===== src/sv/pobb_pkg.sv =====
// Shared types, constants and tables for the PCA oriented bounding box.
package pobb_pkg;

	localparam int MAX_POINTS = 1024;
	localparam int COORD_BITS = 12;
	localparam int ADDR_BITS  = $clog2(MAX_POINTS);
	localparam int CNT_BITS   = ADDR_BITS + 1;
	localparam int SUM_BITS   = COORD_BITS + CNT_BITS - 1;
	localparam int SQ_BITS    = 2 * COORD_BITS + CNT_BITS - 1;
	localparam int CORDIC_STEPS = 22;
	localparam int STEP_BITS  = 5;
	localparam int DIV_STEPS  = SUM_BITS + 8;
	localparam int DIV_BITS   = $clog2(DIV_STEPS + 1);

	localparam logic signed [31:0] CORDIC_GAIN = 32'sd652032874;

	typedef struct packed {
		logic clear;
		logic accum;
		logic init;
		logic step;
		logic ang;
		logic rot_init;
		logic rot_step;
		logic rd;
		logic pt;
		logic ext_first;
		logic ext;
	} cmd_t;

	typedef struct packed {
		logic             full;
		logic [CNT_BITS-1:0] count;
	} stat_t;

	function automatic logic [20:0] atan_unit(input logic [STEP_BITS-1:0] i);
		case (i)
			5'd0: atan_unit = 21'd1048576;
			5'd1: atan_unit = 21'd619011;
			5'd2: atan_unit = 21'd327068;
			5'd3: atan_unit = 21'd166025;
			5'd4: atan_unit = 21'd83335;
			5'd5: atan_unit = 21'd41708;
			5'd6: atan_unit = 21'd20859;
			5'd7: atan_unit = 21'd10430;
			5'd8: atan_unit = 21'd5215;
			5'd9: atan_unit = 21'd2608;
			5'd10: atan_unit = 21'd1304;
			5'd11: atan_unit = 21'd652;
			5'd12: atan_unit = 21'd326;
			5'd13: atan_unit = 21'd163;
			5'd14: atan_unit = 21'd81;
			5'd15: atan_unit = 21'd41;
			5'd16: atan_unit = 21'd20;
			5'd17: atan_unit = 21'd10;
			5'd18: atan_unit = 21'd5;
			5'd19: atan_unit = 21'd3;
			5'd20: atan_unit = 21'd1;
			5'd21: atan_unit = 21'd1;
			default: atan_unit = 21'd0;
		endcase
	endfunction

endpackage


===== src/sv/pobb_ctrl.sv =====
// Controller of the PCA oriented bounding box: load, solve, rotate and report sequence.
module pobb_ctrl (
	input  logic clk,
	input  logic arst_n,
	input  logic in_fire,
	input  logic last,
	input  logic out_fire,
	input  pobb_pkg::stat_t stat,
	output pobb_pkg::cmd_t cmd,
	output logic in_ready,
	output logic out_valid,
	output logic [pobb_pkg::ADDR_BITS-1:0] rd_addr,
	output logic [pobb_pkg::STEP_BITS-1:0] step_idx,
	output logic [pobb_pkg::DIV_BITS-1:0] div_idx
);
	localparam logic [3:0] S_LOAD  = 4'd0;
	localparam logic [3:0] S_WAIT  = 4'd1;
	localparam logic [3:0] S_INIT  = 4'd2;
	localparam logic [3:0] S_VEC   = 4'd3;
	localparam logic [3:0] S_ANG   = 4'd4;
	localparam logic [3:0] S_ROT   = 4'd5;
	localparam logic [3:0] S_PASS  = 4'd6;
	localparam logic [3:0] S_OUT   = 4'd7;
	localparam logic [3:0] S_RINIT = 4'd8;

	localparam int LAT = 3;

	logic [3:0] state_q;
	logic [pobb_pkg::CNT_BITS-1:0] idx_q;
	logic [5:0] cnt_q;
	logic [pobb_pkg::CNT_BITS+2:0] pass_q;
	logic [pobb_pkg::CNT_BITS+2:0] pass_end;

	assign in_ready  = (state_q == S_LOAD);
	assign out_valid = (state_q == S_OUT);
	assign rd_addr   = idx_q[pobb_pkg::ADDR_BITS-1:0];
	assign step_idx  = cnt_q[pobb_pkg::STEP_BITS-1:0];
	assign div_idx   = pobb_pkg::DIV_BITS'(pobb_pkg::DIV_STEPS) - pobb_pkg::DIV_BITS'(cnt_q);
	assign pass_end  = (pobb_pkg::CNT_BITS+3)'(stat.count) + (pobb_pkg::CNT_BITS+3)'(LAT);

	always_comb begin
		cmd = '0;
		cmd.accum = in_fire;
		cmd.init  = (state_q == S_INIT);
		cmd.step  = (state_q == S_VEC);
		cmd.ang   = (state_q == S_ANG);
		cmd.rot_init = (state_q == S_RINIT);
		cmd.rot_step = (state_q == S_ROT);
		cmd.rd    = (state_q == S_PASS);
		cmd.pt    = (state_q == S_PASS) && pass_q >= 1;
		cmd.ext_first = (state_q == S_PASS) && pass_q == LAT;
		cmd.ext   = (state_q == S_PASS) && pass_q > LAT;
		cmd.clear = out_fire;
	end

	always_ff @(posedge clk or negedge arst_n) begin
		if (!arst_n) begin
			state_q <= S_LOAD;
			idx_q <= '0;
			cnt_q <= '0;
			pass_q <= '0;
		end else begin
			unique case (state_q)
				S_LOAD: if (in_fire && last) state_q <= S_WAIT;
				S_WAIT: state_q <= S_INIT;
				S_INIT: begin
					cnt_q <= '0;
					state_q <= S_VEC;
				end
				S_VEC: begin
					cnt_q <= cnt_q + 1'b1;
					if (cnt_q == 6'(pobb_pkg::DIV_STEPS)) begin
						cnt_q <= '0;
						state_q <= S_ANG;
					end
				end
				S_ANG: state_q <= S_RINIT;
				S_RINIT: state_q <= S_ROT;
				S_ROT: begin
					cnt_q <= cnt_q + 1'b1;
					if (cnt_q == 6'(pobb_pkg::CORDIC_STEPS - 1)) begin
						idx_q <= '0;
						pass_q <= '0;
						state_q <= S_PASS;
					end
				end
				S_PASS: begin
					pass_q <= pass_q + 1'b1;
					if (idx_q != stat.count) idx_q <= idx_q + 1'b1;
					if (pass_q + 1'b1 == pass_end) state_q <= S_OUT;
				end
				S_OUT: if (out_fire) state_q <= S_LOAD;
				default: state_q <= S_LOAD;
			endcase
		end
	end

`ifndef NO_ASSERTIONS
	a_one_side: assert property (@(posedge clk) disable iff (!arst_n)
		!(in_ready && out_valid)) else $error("load and report overlap");
	a_out_follows_pass: assert property (@(posedge clk) disable iff (!arst_n)
		$rose(out_valid) |-> $past(state_q) == S_PASS) else $error("report without pass");
	a_clear_empty: assert property (@(posedge clk) disable iff (!arst_n)
		out_fire |=> stat.count == '0) else $error("contour not cleared");
`endif
endmodule


===== config.mk =====
export PLATFORM = sky130hd
export DESIGN_NAME = pobb_ctrl
export DESIGN_NICKNAME = d
export VERILOG_FILES = /design/src/sv/pobb_pkg.sv /design/src/sv/pobb_ctrl.sv
export SDC_FILE = /design/constraint.sdc
export NUM_CORES = 1
export LEC_CHECK = 0
export BUFFER_PORTS_ARGS = -buffer_cell sky130_fd_sc_hd__clkbuf_2
export CAP_MARGIN = 20
export CORE_AREA = 5 5 63 93
export CTS_CLUSTER_DIAMETER = 50
export DETAILED_ROUTE_END_ITERATION = 10
export DIE_AREA = 0 0 68 98
export PLACE_DENSITY = 0.85
export SLEW_MARGIN = 10
export SYNTH_ARGS = -nofsm -noshare
export SYNTH_HDL_FRONTEND = slang
export SYNTH_SLANG_ARGS = --single-unit

===== constraint.sdc =====
create_clock -name clk -period 4.2 [get_ports clk]
set_input_delay 0.21 -clock clk [delete_from_list [all_inputs] [get_ports clk]]
set_output_delay 0.21 -clock clk [all_outputs]
set_load 0.03 [all_outputs]

Word level (Yosys, flattened, before mapping)
Cells that the tools add are included.
Widths: inputs -> output; s select.
- $add $sub $neg: 5
- reduce and logical (&&, ||, !) cells: 10
- order comparisons: 2
- multiplexer cells: 13
- equality and inequality tests: 19
- operator list (kind ; count):
    $pmux 4 s9 ; 1
    $pmux 14 s2 ; 1
    $mux 11 ; 2
    $pmux 11 s2 ; 1
    $mux 4 ; 5
    $pmux 6 s3 ; 1
    $eq 4x3->1 const B ; 4
    $add 14x1->14 const B ; 1
    $eq 14x12->1 ; 1
    $eq 14x2->1 const B ; 1
    $ge 14x1->1 const B ; 1
    $gt 14x2->1 const B ; 1
    $mux 14 ; 1
    $add 11x2->12 const B ; 1
    $eq 6x5->1 const B ; 2
    $add 11x1->11 const B ; 1
    $ne 11x11->1 ; 1
    $ne 2x1->1 const B ; 5
    $eq 4x2->1 const B ; 2
    $add 6x1->6 const B ; 1
    $mux 6 ; 1
    $reduce_and 5->1 ; 1
    $sub 5x5->5 const A ; 1
    $eq 4x1->1 const B ; 1
    8 further kinds ; 11
- bits in registers: 35
- bits of input ports: 17
- output and inout bits: 33
- word-level logic and storage cells: 53

Longest topological paths before layout
Gate-level depths: netlist (run 1).
- depth in word-level cells: 4
- mapped depth: 10
- mapped depth without buffers: 9

Worst setup path after synthesis (run 1)
Ideal clock, no wire load.
- path kind: flip-flop to flip-flop
- start point: register cnt_q[0]
- end point: register state_q[0]
- data required time: 4.114 ns
- clock period less this slack: 2.632 ns
- path buffers: 0
- setup time: 0.086 ns
- arrival: 2.546 ns
- cell stages (with the launch flop): 10
- setup slack: 1.568 ns
- cell sequence: dfrtp_1 -> inv_1 -> ha_1 -> nand3b_1 -> o2111a_1 -> or4_4 -> or4_4 -> nor4b_2 -> a41oi_1 -> nor3_1
- word-level cells in the longest chain between the ends: 3
- elaborated cells on any way between the ends: 5
- those cells by class: 4 x eq/ne; 1 x reduce/logical
- RTL lines (element ; line ; source):
    from (decl) ; pobb_ctrl.sv:30 ; logic [5:0] cnt_q;
    from (signal assigned) ; pobb_ctrl.sv:71 ; cnt_q <= cnt_q + 1'b1;
    from (signal assigned) ; pobb_ctrl.sv:80 ; cnt_q <= cnt_q + 1'b1;
    $eq 6x5->1, on equally long branches ; pobb_ctrl.sv:72, pobb_ctrl.sv:81 ;
    $ne 2x1->1 (no source line) ; - ;
    $reduce_and 5->1 (no source line) (*) ; - ;
    to (signal assigned) ; pobb_ctrl.sv:74 ; state_q <= S_ANG;
    to (signal assigned) ; pobb_ctrl.sv:77 ; S_ANG: state_q <= S_RINIT;
    to (signal assigned) ; pobb_ctrl.sv:78 ; S_RINIT: state_q <= S_ROT;
    to (decl) ; pobb_ctrl.sv:28 ; logic [3:0] state_q;
Mark *: on every way between the ends. The rest lies on a longest branch, timed or not.
A chain may end at the register's enable or synchronous reset.

Worst setup path in the final report (run 1)
Ends and elaborated chain as after synthesis.

==> impl_metrics.tcl, run 1 <==
set metrics [dict create \
    r2r_cells 9 \
    irDropWorstVdd_mv 0.357 \
    critical_path_class "flip-flop to flip-flop" \
    critical_path_required_ns 4.42 \
    num-fill-cells 455 \
    drt_iter0_drc 159 \
    cp_data_arrival_time_ns 3.16 \
    syn_nets 355 \
    cp-end-kind "flip-flop" \
    p_int_w 0.000778 \
    core_area_um2 5000 \
    ys_warn_count 0 \
    via_per_inst 5.79 \
    syn2layout_area_growth_pct 7.57 \
    pwr-share-seq_pct 35.9 \
    synth_cell_types 51 \
    antenna_cells 0 \
    core.rowCount 32 \
    top_level_ports 50 \
    cap_violations 0 \
    synth-main-ff-cell "dfrtp_1" \
    rrSetupSlack_ns 1.26 \
    pre_cts_ws_ns 1.28 \
    ys_ff_latch 35 \
    ant_nets 0 \
    dpl_cell_area_um2 2870 \
    synthArstFlopShare_pct 100 \
    wl_um 6470 \
    netSwitchingFraction_pct 49.0 \
    hold_viol 0 \
    slew_viol_final 0 \
    wl_met2_um 3330 \
    cp-endpoint "state_q[0]" \
    grt_pass1_wl_um 11000 \
    ctsResizeCount 0 \
    syn_area_per_cell_um2 8.31 \
    cts_buffer_depth 2 \
    r2r-end "state_q[0]" \
    status "finished, final reports clean" \
    grtUsageTotal_pct 21.3 \
    worstHoldPathType "input pin to async pin" \
    final_layout_size_suffix_gt1_share_pct 18.4 \
    dp_hpwl_um 4810 \
    worstPathMaxFanout 7 \
    wl_met1_um 2560 \
    vias 2443 \
    grt_pass1_vias 2415 \
    cts_hold_buf 0 \
    wl_met3_um 401 \
    antenna_found_initial 0 \
    drc_errors 0 \
    synth_edf_count 0 \
    rsz0062_at_grt "no" \
    root_buffer "clkbuf_8" \
    post_cts_buffers 0 \
    period_share_pct 69.9 \
    routabilityCongestion 0.805 \
    cts_sinks 35 \
    p_per_area_nw_per_um2 517 \
    synth.cell_area_um2 2740 \
    drtPass1Iterations 5 \
    highest_layer "met4" \
    htreeDepth 2 \
    grt_overflow_total 0 \
    cp-startpoint "cnt_q[0]" \
    slew_headroom_pct 40.1 \
    setup_tns_ns 0 \
    leakagePower_nw 1.31 \
    power_switching_w 0.000746 \
    cts_buffers 5 \
    yosysTopAreaCell "dfrtp_1" \
    cp-start-kind "flip-flop" \
    setup_viol 0 \
    pwr-share-clk_pct 15.7 \
    fp.dieArea_um2 6660 \
    fin_area_um2 2950 \
    cts_tree "built" \
    die_y_um 98 \
    yosys-top-cells-area "dfrtp_1, xnor2_1, xor2_1" \
    netlist_instances 330 \
    layout_min_cycle_time_ns 2.94 \
    rr_startpoint "cnt_q[0]" \
    nets 378 \
    clock_latency_ns 0.30 \
    grt_max_degree 36 \
    combPwrFrac_pct 48.4 \
    tightest_slew_ns 0.898 \
    fin_ws_ns 1.26 \
    yosysTopAreaCellShare_pct 31.9 \
    yosysSeqAreaShare_pct 31.9 \
    clk_pin_slew_worst_paths_ns 0.07 \
    max_clock_freq_mhz 341 \
    skew_ns 0.00834 \
    avgRoutedWirePerCell_um 15.3 \
    portBuffers 48 \
    initial_core_util_pct 54.8 \
    die_w_um 68 \
]
worst max-delay path: stages, from the launching register on:
cell and delay (ns):
dfrtp_1 0.45, inv_1 0.12, ha_1 0.15, nand3b_1 0.08, o2111a_1 0.27, or4_4 0.60
or4_4 0.56, nor4b_2 0.27, a41oi_1 0.17, nor3_1 0.18
cells in the final DEF, fill, tap and decap left out, types with 2 or more instances in the layout:
cell      netlist  routed
clkbuf_2        1      48
dfrtp_1        35      35
nand2_1        34      34
xnor2_1        30      30
nor2_1         27      27
o21ai_0        22      22
xor2_1         18      18
nor4_1         12      12
inv_1          11      11
nor3_1         11      11
nand3_1         9       9
o21ai_1         8       8
ha_1            8       8
nand4_1         7       7
o31ai_1         7       7
nand2b_1        6       6
a21o_1          5       5
and4_1          5       5
clkbuf_8        0       5
and3_1          4       4
a31oi_1         4       4
a21oi_1         4       4
and2_1          3       3
nand3b_1        2       2
a211oi_1        2       2
or4_4           2       2
or3_1           2       2
clkbuf_1        9       2
sequential cells by signal, indices dropped and copies added, names as in the netlist:
register,count
pass_q,14
idx_q,11
state_q,4
cnt_q,6
cell families after synthesis:
kind of cell               Yosys count  synth area share [%]
adders and majority gates            8                  3.65
xor gates and xnor gates            48                  15.3
DFF                                 35                  31.9
AOI/OAI and AO/OA                   62                  14.4
buffers and inverters               43                  8.76
and+or+nand+nor                    134                  25.9
synthesized netlist by cell type (3+ instances only):
master,instances
xor2_1,18
clkbuf_1,9
ha_1,8
a31oi_1,4
nand3_1,9
nor2_1,27
o21ai_0,22
a21o_1,5
xnor2_1,30
o21ai_1,8
nor3_1,11
buf_4,18
nand4_1,7
and3_1,4
dfrtp_1,35
nand2b_1,6
nand2_1,34
and4_1,5
a21oi_1,4
o31ai_1,7
and2_1,3
inv_1,11
nor4_1,12
stage by stage:
step / hold slack [ns] / util, % / std cells / power, W
2_1_floorplan: -0.0856 / - / 330 / 0.00114
3_3_place_gp: 0.376 / 57.3 / 414 / 0.00126
3_5_place_dp: 0.381 / 57.3 / 414 / 0.00129
4_1_cts: 0.0574 / 59.0 / 422 / 0.00154
5_1_grt: 0.115 / 59.0 / 422 / 0.00162
6_report: 0.0290 / 59.0 / 422 / 0.00152
worst min-delay path by stage:
| stage | cells past startpoint | slack, ns | from | endpoint |
|---|---|---|---|---|
| floorplan | 0 | -0.09 | arst_n | cnt_q[0] |
| global placement | 1 | 0.38 | arst_n | pass_q[12] |
| detailed placement | 1 | 0.38 | arst_n | pass_q[13] |
| CTS | 1 | 0.06 | arst_n | pass_q[7] |
| global route | 1 | 0.11 | arst_n | pass_q[9] |
| finish | 1 | 0.03 | arst_n | pass_q[6] |
per-layer routing:
layer,global-route usage (%),vias up
met1,25.1,1170
met3,2.99,11
met5,0,-
met4,11.0,0
met2,36.3,72
li1,-,1190
power by group through the flow:
stage	clock [W]	sequential (W)	combinational, W
after floorplan	0	0.000485	0.000653
after CTS	0.000248	0.000544	0.000743
after detailed placement	0	0.000550	0.000739
after global routing	0.000255	0.000564	0.000805
after global placement	0	0.000543	0.000714
final	0.000240	0.000547	0.000738
final cells by class:
type | count | area, µm² | share of cell area (%)
repair buffers | 48 | 240 | 8.14
flip-flops and latches | 35 | 876 | 29.7
well taps | 68 | 85.1 | 2.88
inverters | 11 | 41.3 | 1.40
clock buffers | 7 | 76.3 | 2.59
clock inverters | 1 | 5.00 | 0.170
multi-input cells | 252 | 1630 | 55.1
Power figures use the tool's default switching activity.
==> inputs of run 2 (changes only) <==
--- a/config.mk
+++ b/config.mk
@@ -7,11 +7,11 @@
 export LEC_CHECK = 0
 export BUFFER_PORTS_ARGS = -buffer_cell sky130_fd_sc_hd__clkbuf_2
 export CAP_MARGIN = 20
-export CORE_AREA = 5 5 63 93
+export CORE_AREA = 5 5 64 94
 export CTS_CLUSTER_DIAMETER = 50
 export DETAILED_ROUTE_END_ITERATION = 10
-export DIE_AREA = 0 0 68 98
-export PLACE_DENSITY = 0.85
+export DIE_AREA = 0 0 69 99
+export PLACE_DENSITY = 0.83
 export SLEW_MARGIN = 10
 export SYNTH_ARGS = -nofsm -noshare
 export SYNTH_HDL_FRONTEND = slang
==> constraint.sdc (replaced) <==
create_clock -name clk -period 2.96 [get_ports clk]
set_input_delay 0.148 -clock clk [delete_from_list [all_inputs] [get_ports clk]]
set_output_delay 0.148 -clock clk [all_outputs]
set_load 0.03 [all_outputs]
==> impl_metrics.tcl, run 2 (synthesis results as in run 1) <==
set metrics [dict create \
    antenna_found_initial 0 \
    period_share_pct 95.0 \
    avgRoutedWirePerCell_um 15.6 \
    cp-end-kind "flip-flop" \
    violations "negative hold slack" \
    finalPower_w 0.00226 \
    core.rowCount 32 \
    via_per_inst 5.86 \
    drt_iter0_drc 134 \
    rrSetupSlack_ns 0.15 \
    slew_viol_final 0 \
    pwr-share-seq_pct 32.7 \
    post_cts_buffers 0 \
    largest_register "pass_q" \
    grtUsageTotal_pct 19.9 \
    netSwitchingFraction_pct 47.7 \
    clock_latency_ns 0.29 \
    fp.dieArea_um2 6830 \
    cts_tree "built" \
    p_per_area_nw_per_um2 751 \
    irDropWorstVdd_mv 0.401 \
    root_buffer "clkbuf_8" \
    syn2layout_area_growth_pct 9.99 \
    num-fill-cells 483 \
    hold_viol 35 \
    htreeDepth 2 \
    initial_core_util_pct 53.5 \
    skew_ns 0.00871 \
    cts_buffers 5 \
    antenna_cells 0 \
    drtPass1Iterations 4 \
    leakagePower_nw 1.35 \
    cp_data_arrival_time_ns 3.02 \
    cap_violations 0 \
    cp-endpoint "state_q[0]" \
    nets 383 \
    critical_path_required_ns 3.17 \
    drc_errors 0 \
    layout_commonest_cell "clkbuf_2" \
    combPwrFrac_pct 50.2 \
    ant_nets 0 \
    routabilityCongestion 0.914 \
    clk_pin_slew_worst_paths_ns 0.07 \
    grt_overflow_total 0 \
    worstHoldPathType "input pin to async pin" \
    largest_register_ffs 14 \
    worstPathMaxFanout 7 \
    status "finished with violations" \
    layout_min_cycle_time_ns 2.81 \
    die_y_um 99 \
    final_cell_mix "clkbuf_2, nand2_1, dfrtp_1" \
    grt_pass1_wl_um 11400 \
    tightest_slew_ns 0.887 \
    cts_sinks 35 \
    max_clock_freq_mhz 355 \
    grt_pass1_vias 2479 \
    grt_max_degree 36 \
    reg.largest.list "pass_q (14), idx_q (11), cnt_q (6)" \
    cts_hold_buf 0 \
    core_area_um2 5120 \
    rr_startpoint "cnt_q[0]" \
    final_layout_size_suffix_gt1_share_pct 20.1 \
    die_w_um 69 \
    top_level_ports 50 \
    p_int_w 0.00118 \
    wl_um 6670 \
    power_switching_w 0.00108 \
    vias 2502 \
    r2r-end "state_q[0]" \
    pwr-share-clk_pct 17.1 \
    cp-startpoint "cnt_q[0]" \
    critical_path_class "flip-flop to flip-flop" \
    cts_buffer_depth 2 \
    dp_hpwl_um 4880 \
    r2r_cells 9 \
    portBuffers 48 \
    whs_ns -0.0268 \
    setup_viol 0 \
    slew_headroom_pct 40.9 \
    cp-start-kind "flip-flop" \
]
-- run 2: cell count changes in the layout (fill, tap and decap cells not counted), sizes merged --
cell / before / now
clkbuf: 55 / 56
buf: 0 / 5
clkinv: 1 / 0
-- run 2: timing repair --
item | in CTS | in global routing
setup endpoints to repair | 0 | 1
resized for setup | 0 | 2
endpoints found under the hold margin | 0 | 0
-- run 2: worst min-delay path by stage --
stage                       from          to  slack, ns  cells after the start
after floorplan           arst_n    cnt_q[0]      -0.15                      0
after global placement    arst_n  pass_q[11]       0.33                      1
after detailed placement  arst_n  pass_q[12]       0.32                      1
after CTS                 arst_n  pass_q[12]       0.01                      1
after global routing      arst_n  pass_q[12]       0.05                      1
final                     arst_n   pass_q[3]      -0.03                      1
-- run 2: worst max-delay path, cell delays in order, from the launching register on --
cell and delay [ns]:
dfrtp_2 0.45, inv_1 0.10, ha_1 0.16, nand3b_1 0.09, o2111a_1 0.28, or4_4 0.54, or4_4 0.58, nor4b_4 0.21
a41oi_1 0.17, nor3_1 0.17
-- run 2: power by group through the flow --
stage                     Combinational, W  Sequential (W)  Clock, W
after floorplan                   0.000927        0.000688         0
after global placement             0.00109        0.000739         0
after detailed placement           0.00112        0.000744         0
after CTS                          0.00113        0.000735  0.000395
after global routing               0.00124        0.000763  0.000412
final                              0.00114        0.000741  0.000388
-- run 2: final cells by class --
| class | count | area, µm² | share of cell area (%) |
|---|---|---|---|
| well taps | 68 | 85.1 | 2.82 |
| repair buffers | 53 | 278 | 9.21 |
| clock buffers | 8 | 100 | 3.32 |
| inverters | 11 | 41.3 | 1.37 |
| flip-flops and latches | 35 | 877 | 29.1 |
| multi-input cells | 252 | 1640 | 54.2 |
-- run 2: metal layers --
| metal | global-route usage [%] | vias up | part of all wire (%) |
|---|---|---|---|
| met2 | 34.5 | 102 | 50 |
| met5 | 0 | - | 0 |
| met4 | 9.92 | 0 | 3.4 |
| met1 | 23.3 | 1181 | 41 |
| met3 | 3.78 | 18 | 6.0 |
| li1 | - | 1201 | - |
-- run 2: metrics by stage --
stage | cells | setup WS [ns] | instance area [µm²] | util (%) | setup TNS [ns]
5_1_grt | 427 | -0.0437 | 3020 | 58.9 | -0.0437
2_1_floorplan | 330 | 0.328 | 2740 | - | 0
6_report | 427 | 0.147 | 3020 | 58.9 | 0
3_5_place_dp | 419 | 0.113 | 2910 | 56.7 | 0
4_1_cts | 427 | 0.0832 | 3010 | 58.7 | 0
3_3_place_gp | 419 | 0.211 | 2910 | 56.7 | 0
==> inputs of run 3 (changes only) <==
--- a/config.mk
+++ b/config.mk
@@ -12,6 +12,7 @@
 export DETAILED_ROUTE_END_ITERATION = 10
 export DIE_AREA = 0 0 69 99
 export PLACE_DENSITY = 0.83
+export RECOVER_POWER = 100
 export SLEW_MARGIN = 10
 export SYNTH_ARGS = -nofsm -noshare
 export SYNTH_HDL_FRONTEND = slang
==> impl_metrics.tcl, run 3 (synthesis results as in run 1) <==
set metrics [dict create \
    whs_ns 0.237 \
    status "finished with violations" \
    r2r_cells 9 \
    path_buf_inv 1 \
    routabilityCongestion 0.914 \
    grt_pass1_wl_um 11400 \
    reg.largest.list "pass_q (14), idx_q (11), cnt_q (6)" \
    slowest_delay_ns 0.59 \
    top_level_ports 50 \
    max_clock_freq_mhz 357 \
    drc_errors 0 \
    post_cts_buffers 0 \
    initial_core_util_pct 53.5 \
    tightest_slew_ns 1.90 \
    via_per_inst 5.85 \
    portBuffers 48 \
    violations "max-capacitance violations, max-slew violations" \
    drt_iter0_drc 128 \
    cts_sinks 35 \
    final_layout_size_suffix_gt1_share_pct 10.0 \
    drtPass1Iterations 5 \
    cap_violations 1 \
    leakagePower_nw 1.23 \
    p_per_area_nw_per_um2 750 \
    core_area_um2 5120 \
    slew_viol_final 36 \
    htreeDepth 2 \
    die_w_um 69 \
    worstHoldStart "last" \
    grt_overflow_total 0 \
    layout_commonest_cell "clkbuf_1" \
    critical_path_class "flip-flop to flip-flop" \
    antenna_cells 0 \
    antenna_found_initial 0 \
    grt_max_degree 36 \
    fp.dieArea_um2 6830 \
    slew_headroom_pct -26.6 \
    worstHoldPathType "input pin to flip-flop" \
    ctsResizeCount 0 \
    setup_viol 0 \
    final_cell_mix "clkbuf_1, nand2_1, dfrtp_1" \
    ant_nets 0 \
    rr_startpoint "cnt_q[1]" \
    syn2layout_area_growth_pct 8.21 \
    cp-start-kind "flip-flop" \
    cp_top_family "simple AND/OR/NAND/NOR gates" \
    finalPower_w 0.00222 \
    cp_slowest_cell "or4_4" \
    holdPathStages 3 \
    clk_pin_slew_worst_paths_ns 0.07 \
    layout_min_cycle_time_ns 2.80 \
    cts_buffers 5 \
    dp_hpwl_um 4880 \
    largest_register_ffs 14 \
    cts_hold_buf 0 \
    nets 383 \
    avgRoutedWirePerCell_um 15.8 \
    wl_um 6730 \
    rrSetupSlack_ns 0.16 \
    die_y_um 99 \
    cts_buffer_depth 2 \
    worstPathMaxFanout 7 \
    cts_tree "built" \
    hold_viol 0 \
    hold_end "state_q[0]" \
    clock_latency_ns 0.29 \
    fin_area_um2 2970 \
    period_share_pct 94.6 \
    largest_register "pass_q" \
    cp_data_arrival_time_ns 3.01 \
    critical_path_required_ns 3.17 \
    root_buffer "clkbuf_8" \
    vias 2496 \
    skew_ns 0.0104 \
    cp-end-kind "flip-flop" \
    r2r-end "state_q[0]" \
    core.rowCount 32 \
    grtUsageTotal_pct 19.9 \
    irDropWorstVdd_mv 0.389 \
    final_util_pct 57.9 \
    dpl_cell_area_um2 2910 \
    grt_pass1_vias 2479 \
    crit_chain "inv_1 > ha_1 > nand2_1 > o31a_2 > or4_4 > or4_4 > nor4b_4 > a41oi_1 > nor3_1" \
    cp_common_cell "or4_4" \
]
==> run 3: changes by cell type in the layout (fill, tap and decap cells not counted) <==
cell      change
clkbuf_2     -33
or2_0         +1
o21ai_1       -6
or2_1         -1
clkbuf_1     +35
buf_4         -2
and4bb_2      -1
and4bb_1      +1
o21ai_0       +6
==> run 3: through the flow <==
step	setup TNS [ns]	setup WS (ns)	instances
2_1_floorplan	0	0.328	330
3_3_place_gp	0	0.211	419
3_5_place_dp	0	0.113	419
4_1_cts	0	0.0832	427
5_1_grt	-0.0428	-0.0428	427
6_report	0	0.159	427
==> run 3: area by class of cell <==
type / instances / area (µm²)
clock buffers: 8 / 100
fillers: 506 / 2160
inverters: 11 / 41.3
multi-input cells: 252 / 1640
flip-flops and latches: 35 / 877
well taps: 68 / 85.1
repair buffers: 53 / 229
==> run 3: power breakdown <==
| part | internal [W] | switching (W) | total, W |
|---|---|---|---|
| logic | 0.000363 | 0.000733 | 0.00110 |
| registers | 0.000572 | 0.000167 | 0.000739 |
| clock network | 0.000213 | 0.000177 | 0.000389 |
| total | 0.00115 | 0.00108 | 0.00222 |
==> run 3: worst max path at each step <==
stage / cells after the start / slack [ns] / end / start
after floorplan: 9 / 0.33 / state_q[0] / cnt_q[0]
after global placement: 9 / 0.21 / state_q[0] / cnt_q[0]
after detailed placement: 9 / 0.11 / state_q[0] / cnt_q[0]
after CTS: 9 / 0.08 / state_q[0] / cnt_q[0]
after global routing: 9 / -0.04 / state_q[0] / cnt_q[0]
final: 9 / 0.16 / state_q[0] / cnt_q[1]
==> run 3: worst register-to-register path: stages, from the launching register on <==
cell,delay (ns)
dfrtp_1,0.44
inv_1,0.09
ha_1,0.13
nand2_1,0.06
o31a_2,0.29
or4_4,0.59
or4_4,0.58
nor4b_4,0.21
a41oi_1,0.17
nor3_1,0.17
==> run 3: per-layer routing <==
| layer | up-vias | global-route usage, % | part of all wire [%] |
|---|---|---|---|
| met5 | - | 0 | 0 |
| met3 | 24 | 3.78 | 7.1 |
| met4 | 0 | 9.92 | 3.4 |
| li1 | 1201 | - | - |
| met1 | 1162 | 23.3 | 40 |
| met2 | 109 | 34.5 | 50 |
